<file path="src/rtl/text_console_writer_unit_assert.svh">
// Assertion macros used by the text console writer top level.
`ifndef TEXT_CONSOLE_WRITER_UNIT_ASSERT_SVH
`define TEXT_CONSOLE_WRITER_UNIT_ASSERT_SVH

// Same-cycle implication, checked out of reset.
`define TCW_ASSERT_IMPL(label, clk, rst_n, ante, cons) \
    label: assert property (@(posedge clk) disable iff (!rst_n) (ante) |-> (cons)) \
        else $error("tcw assertion failed");

// Next-cycle implication, checked out of reset.
`define TCW_ASSERT_NEXT(label, clk, rst_n, ante, cons) \
    label: assert property (@(posedge clk) disable iff (!rst_n) (ante) |=> (cons)) \
        else $error("tcw assertion failed");

`endif

</file>
<file path="src/rtl/tcw_pkg.sv">
// Types, constants and helper functions for the text console writer.
`timescale 1ns / 1ps

package tcw_pkg;

    localparam int COLUMNS  = 80;
    localparam int ROWS     = 25;
    localparam int TAB_STOP = 8;
    localparam int CELLS    = COLUMNS * ROWS;

    // Port widths
    localparam int CMD_W    = 2;
    localparam int CHAR_W   = 8;
    localparam int COL_IN_W = 7;
    localparam int ROW_IN_W = 5;
    localparam int OFF_W    = 11;
    localparam int CELL_W   = 16;
    localparam int ATTR_W   = 8;

    // Internal widths
    localparam int COL_W  = $clog2(COLUMNS);
    localparam int ROW_W  = $clog2(ROWS);
    localparam int ADDR_W = $clog2(CELLS);
    localparam int CT_W   = $clog2(COLUMNS + TAB_STOP);

    localparam logic [ATTR_W-1:0] ATTR_RESET = 8'h0F;

    localparam logic [CHAR_W-1:0] CH_BS    = 8'h08;
    localparam logic [CHAR_W-1:0] CH_TAB   = 8'h09;
    localparam logic [CHAR_W-1:0] CH_LF    = 8'h0A;
    localparam logic [CHAR_W-1:0] CH_CR    = 8'h0D;
    localparam logic [CHAR_W-1:0] CH_SPACE = 8'h20;

    typedef enum logic [CMD_W-1:0] {
        CMD_PUT   = 2'd0,
        CMD_CLEAR = 2'd1,
        CMD_SET   = 2'd2,
        CMD_READ  = 2'd3
    } cmd_code_t;

    typedef enum logic [2:0] {
        ST_IDLE,
        ST_DISPATCH,
        ST_SCROLL_RD,
        ST_SCROLL_WR,
        ST_FILL,
        ST_DONE
    } ctrl_state_t;

    typedef struct packed {
        logic load_item;
        logic do_put;
        logic do_clear;
        logic do_set;
        logic rd_cell;
        logic scroll_start;
        logic scroll_rd;
        logic scroll_wr;
        logic fill_step;
        logic emit;
    } ctrl_cmd_t;

    typedef struct packed {
        cmd_code_t item_cmd;
        logic      put_scroll;
        logic      move_last;
        logic      fill_last;
        logic      out_busy;
    } dp_stat_t;

    function automatic logic [COL_W-1:0] sat_col(input logic [COL_IN_W-1:0] c);
        logic [COL_W-1:0] r;
        if (int'(c) >= COLUMNS)
            r = COL_W'(COLUMNS - 1);
        else
            r = COL_W'(c);
        return r;
    endfunction

    function automatic logic [ROW_W-1:0] sat_row(input logic [ROW_IN_W-1:0] r_in);
        logic [ROW_W-1:0] r;
        if (int'(r_in) >= ROWS)
            r = ROW_W'(ROWS - 1);
        else
            r = ROW_W'(r_in);
        return r;
    endfunction

    function automatic logic [ADDR_W-1:0] cell_addr(input logic [ROW_W-1:0] r,
                                                   input logic [COL_W-1:0] c);
        logic [ADDR_W-1:0] base;
        base = ADDR_W'(r) * ADDR_W'(COLUMNS);
        return base + ADDR_W'(c);
    endfunction

endpackage

</file>
<file path="src/rtl/tcw_ctrl.sv">
// Controller state machine: sequences put, clear, scroll, set and read items.
`timescale 1ns / 1ps

module tcw_ctrl (
    input  logic                clk,
    input  logic                rst_n,
    input  logic                in_valid,
    output logic                in_stall,
    input  tcw_pkg::dp_stat_t   stat,
    output tcw_pkg::ctrl_cmd_t  cmd
);

    tcw_pkg::ctrl_state_t state_reg;
    tcw_pkg::ctrl_state_t state_next;

    always_ff @(posedge clk or negedge rst_n)
    begin
        if (!rst_n)
            state_reg <= tcw_pkg::ST_IDLE;
        else
            state_reg <= state_next;
    end

    always_comb
    begin
        state_next = state_reg;
        cmd        = '0;
        case (state_reg)
            tcw_pkg::ST_IDLE:
            begin
                if (in_valid)
                begin
                    cmd.load_item = 1'b1;
                    state_next    = tcw_pkg::ST_DISPATCH;
                end
            end
            tcw_pkg::ST_DISPATCH:
            begin
                case (stat.item_cmd)
                    tcw_pkg::CMD_PUT:
                    begin
                        cmd.do_put = 1'b1;
                        if (stat.put_scroll)
                        begin
                            cmd.scroll_start = 1'b1;
                            state_next       = tcw_pkg::ST_SCROLL_RD;
                        end
                        else
                        begin
                            state_next = tcw_pkg::ST_DONE;
                        end
                    end
                    tcw_pkg::CMD_CLEAR:
                    begin
                        cmd.do_clear = 1'b1;
                        state_next   = tcw_pkg::ST_FILL;
                    end
                    tcw_pkg::CMD_SET:
                    begin
                        cmd.do_set = 1'b1;
                        state_next = tcw_pkg::ST_DONE;
                    end
                    tcw_pkg::CMD_READ:
                    begin
                        cmd.rd_cell = 1'b1;
                        state_next  = tcw_pkg::ST_DONE;
                    end
                    default:
                    begin
                        state_next = tcw_pkg::ST_DONE;
                    end
                endcase
            end
            tcw_pkg::ST_SCROLL_RD:
            begin
                cmd.scroll_rd = 1'b1;
                state_next    = tcw_pkg::ST_SCROLL_WR;
            end
            tcw_pkg::ST_SCROLL_WR:
            begin
                // the last move leaves the pointer at the start of the bottom line
                cmd.scroll_wr = 1'b1;
                if (stat.move_last)
                    state_next = tcw_pkg::ST_FILL;
                else
                    state_next = tcw_pkg::ST_SCROLL_RD;
            end
            tcw_pkg::ST_FILL:
            begin
                cmd.fill_step = 1'b1;
                if (stat.fill_last)
                    state_next = tcw_pkg::ST_DONE;
            end
            tcw_pkg::ST_DONE:
            begin
                // hold until the output register is free
                if (!stat.out_busy)
                begin
                    cmd.emit   = 1'b1;
                    state_next = tcw_pkg::ST_IDLE;
                end
            end
            default:
            begin
                state_next = tcw_pkg::ST_IDLE;
            end
        endcase
    end

    assign in_stall = (state_reg != tcw_pkg::ST_IDLE);

endmodule

</file>
<file path="config.mk">
export PLATFORM = sky130hd
export DESIGN_NAME = tcw_ctrl
export DESIGN_NICKNAME = d
export VERILOG_FILES = /design/src/rtl/text_console_writer_unit_assert.svh /design/src/rtl/tcw_pkg.sv /design/src/rtl/tcw_ctrl.sv
export SDC_FILE = /design/constraint.sdc
export NUM_CORES = 1
export LEC_CHECK = 0
export BUFFER_PORTS_ARGS = -buffer_cell sky130_fd_sc_hd__buf_2
export CORE_AREA = 2 2 39 41
export CTS_CLUSTER_DIAMETER = 80
export DETAILED_ROUTE_END_ITERATION = 16
export DIE_AREA = 0 0 41 43
export PLACE_DENSITY = 0.52
export SLEW_MARGIN = 20
export SYNTH_ARGS = -nofsm -noshare
export SYNTH_HDL_FRONTEND = slang
export SYNTH_SLANG_ARGS = --single-unit
</file>
<file path="constraint.sdc">
create_clock -name clk -period 1.7 [get_ports clk]
set_input_delay 0.34 -clock clk [delete_from_list [all_inputs] [get_ports clk]]
set_output_delay 0.34 -clock clk [all_outputs]
set_load 0.01 [all_outputs]
</file>
==> results by stage <==
Run status:
- The run finished, with violations left.
- The final reports fail on setup timing.

STA:
- Once routing completed, OpenROAD measured the worst setup slack at -0.0797 ns.
- For the final database, setup skew stands at 0.000670 ns.
- Setup repair after global routing could not meet its margin everywhere.
- Measured against its own limit, the worst slew margin works out to 0.865.
- The final number of hold-violating endpoints is 0.
- The number of slew-limit violations in the final report is 0.
- At the pin with the least slew margin, the transition time is between 0.2 and 0.25 ns.
- The fraction of the cycle the final worst path needs is 1.05.
- The post-layout minimum cycle time is about 1.8 ns.
- Setup violations remaining at the end of the flow were counted as 1.
- The fmax is approximately 560 MHz.

Die:
- In this run the standard cell core region covers ~0.0014 mm².
- The number of rows created at floorplan is 14.
- The die width is just over 40 µm.
- The initial utilization of the core area, before any placement, comes to 0.202.
- The area of the die is 0.00176 mm².
- In this run the count of I/O pins placed on the die edge is 20.
- From bottom edge to top edge, the die measures between 40 and 50 µm.

Critical path:
- The worst setup slack for register-to-register paths is between 0.4 and 0.5 ns.
- The maximum fanout encountered on the critical timing path is 2.
- The arrival time of data at the critical path endpoint is between 1 and 1.5 ns.
- The startpoint identified for the worst register-to-register timing path is state_reg[2].
- The largest stage delay on the critical path is between 0.4 and 0.5 ns.
- The worst setup path is captured at an output pin.
- For the worst setup path, the data required time is roughly 1.4 ns.
- The worst setup path is of the primary input to output pin kind.
- The critical path starts at stat[4].
- The most numerous cell type found on the critical path is or3b_4.
- The endpoint of the lowest-slack register-to-register path is state_reg[0].
- For this design, the slowest cell found on the critical path is or3b_4.
- The number of cells on the worst reg-to-reg path is 3.
- The capture point of the critical path is cmd[4].
- The critical path goes through buf_6 > or3b_4 > or3b_4 > nor2_2 > buf_2.
- STA classifies the critical path startpoint as a primary input.

Cells and area:
- Counting the fill cells in the layout gives between 100 and 150.
- The register with the most flip-flops in the layout has 3 of them.
- The register cell area after layout is between 70 and 80 µm².
- The proportion of layout cells with a drive suffix above 1 is 0.485.
- The number of nets in the layout is 78.
- The antenna cell count is 0.
- The area of the multi-input gates is around 190 µm².
- The layout overhead on the synthesized area is 73.1%.

Logic synthesis:
- Of the post-synthesis cell area, the dominant cell type holds 0.269.
- By area the synthesized netlist is led by dfrtp_1, nor2_1, nor3_1.
- The main combinational cell family by area after synthesis is simple AND/OR/NAND/NOR gates.
- Counting flops and latches in the post-synthesis netlist gives 3.
- Of the total synthesized cell area, the portion taken by AND, OR, NAND and NOR gates is 0.493.
- The sequential area share after synthesis is 0.269.
- A synthesized cell averages between 6 and 7 µm².
- The total number of yosys warnings is 0.
- The synthesized-area fraction occupied by adder cells is 0.
- The multiplexer share of the synthesized area is 0.
- The compound-cell area share of the yosys netlist came to 0.157.
- The biggest area contributor in the post-synthesis netlist is dfrtp_1.
- Of the total synthesized cell area, the portion taken by XOR and XNOR cells is 0.
- The synthesized net count is 50.
- The post-synth design cell area is between 200 and 300 µm².
- After synthesis, the netlist uses 21 different library cells.
- Synthesis produced a netlist whose cell count is roughly 40.

Power:
- The analysis attributes to cell leakage a power of ~0.00025 µW.
- The post-route total power is approximately 660 µW.
- In this run the power density over the cells is 1360 mW/mm².
- Across the VDD grid, the largest voltage drop is 497 µV.

Placement:
- Prior to clock tree synthesis, the placed netlist has a worst setup slack of -0.135 ns.
- The last weighted congestion value of the routability-driven placer is 0.675.
- The total of buffers placed on input and output ports is 19.
- Summed over all nets, the half-perimeter wirelength after detailed placement is a little under 600 µm.

CTS:
- The number of levels in the clock H-tree is 1.
- The TritonCTS clock tree is yes.
- The maximum buffer depth of the clock tree is 2.
- The tree is rooted in a clkbuf_4.
- Counting the buffers created by CTS gives 3.
- The clock net sink count is 3.
- The clock latency on the worst-skew pair is between 0.2 and 0.25 ns.
- The clock transition at the registers of the reported paths is 0.04 ns.

Route:
- The routed design has 767 µm of wire.
- The post-route DRC violation count is 0.
- The ratio of routed vias to standard cells is 4.40.
- Once detail routing completed, the nets flagged for antenna violations numbered 0.
- Summing over every cut layer, the via total after detailed routing is between 300 and 400.
- Dividing the detail-routed wire length by the instance count gives just over 9 µm.
- The first routing iteration left 11 violations.
- The first-pass detailed-route iteration total is 4.

GRT:
- The number of antenna violations at the first check in global routing is 0.
- The maximum number of pins on one net before global-route repair is 11.
- The first global-routing pass estimated 1160 µm of wire.
- The number of global-route vias before repair was around 320.
- In the global route stage, overall resource usage came out at 0.0997.
- The remaining global-route overflow is 0.

Job:
- Max-cap violations in this run came to 0.

Min path:
- The type of the worst min-delay path is primary input to flop.
[area by class of cell]
type | instances | share of cell area
multi-input cells | 32 | 0.386
repair buffers | 26 | 0.337
flip-flops and latches | 3 | 0.158
clock buffers | 4 | 0.0544
well taps | 16 | 0.0415
inverters | 3 | 0.0233
[worst max-delay path: cells and delay by family]
family / cells / cell delay (ns)
buffers and inverters: 2 / 0.22
and+or+nand+nor: 3 / 0.88
[cells in the mapped netlist (all sizes together)]
library cell,number
o221ai,1
nor2,7
nand2b,2
nand2,4
nor3b,1
or3b,2
or4,1
dfrtp,3
o21a,1
inv,3
a22oi,1
nor3,4
o22ai,1
a21oi,2
nor2b,1
and3,1
or3,1
nand3,2
clkbuf,3
[metal layers]
layer / vias up / routed length [µm] / global-route usage
li1: 193 / - / -
met1: 167 / 328 / 0.117
met2: 8 / 389 / 0.141
met3: 2 / 33 / 0.0157
met4: 0 / 17 / 0.100
met5: - / 0 / 0
[worst min-delay path by stage]
stage	start	end	slack [ns]	cells past startpoint
after CTS	stat[0]	state_reg[0]	0.38	3
after floorplan	rst_n	state_reg[0]	0.04	0
final	stat[0]	state_reg[0]	0.38	3
after detailed placement	rst_n	state_reg[2]	0.14	1
after global placement	rst_n	state_reg[0]	0.14	1
after global routing	stat[0]	state_reg[0]	0.38	3
[cell usage in the layout (no fill, tap or decap), drive strengths merged]
cell,netlist,final
dlygate4sd3,0,1
nand2b,2,2
o22ai,1,1
inv,3,3
nand3,2,2
dfrtp,3,3
and3,1,1
o221ai,1,1
clkbuf,3,4
nor2,7,7
or3,1,1
a22oi,1,1
nor2b,1,1
buf,0,25
a21oi,2,2
nor3b,1,1
o21a,1,1
or4,1,1
or3b,2,2
nor3,4,4
nand2,4,4
[what timing repair did]
item,CTS,global route
pin swaps,3,2
resized for setup,4,2
setup buffers,1,2
hold endpoints to repair,3,0
hold buffers,1,0
gates cloned,0,0
setup endpoints to repair,1,3
[power by group]
part | internal [µW] | total, µW | switching [µW]
registers | 104 | 155 | 51.6
logic | 186 | 375 | 189
clock network | 88.0 | 126 | 38.2
[per-stage QoR]
stage               hold slack (ns)  std cells  TNS [ns]   util  cell area [µm²]
floorplan                    0.0444         41         0      -              279
global route                  0.380         84    -0.102  0.349              483
finish                        0.384         84   -0.0797  0.349              483
global placement              0.138         76    -0.133  0.293              405
detailed placement            0.139         76    -0.135  0.293              405
CTS                           0.383         82   -0.0832  0.335              464
[logic make-up (layout without fill, tap and decap cells)]
kind of cell	after synthesis	count (layout)
AOI/OAI and AO/OA	6	6
buffers and inverters	6	33
DFF	3	3
and+or+nand+nor	26	26
No activity file was read; power rests on OpenSTA's default activity.
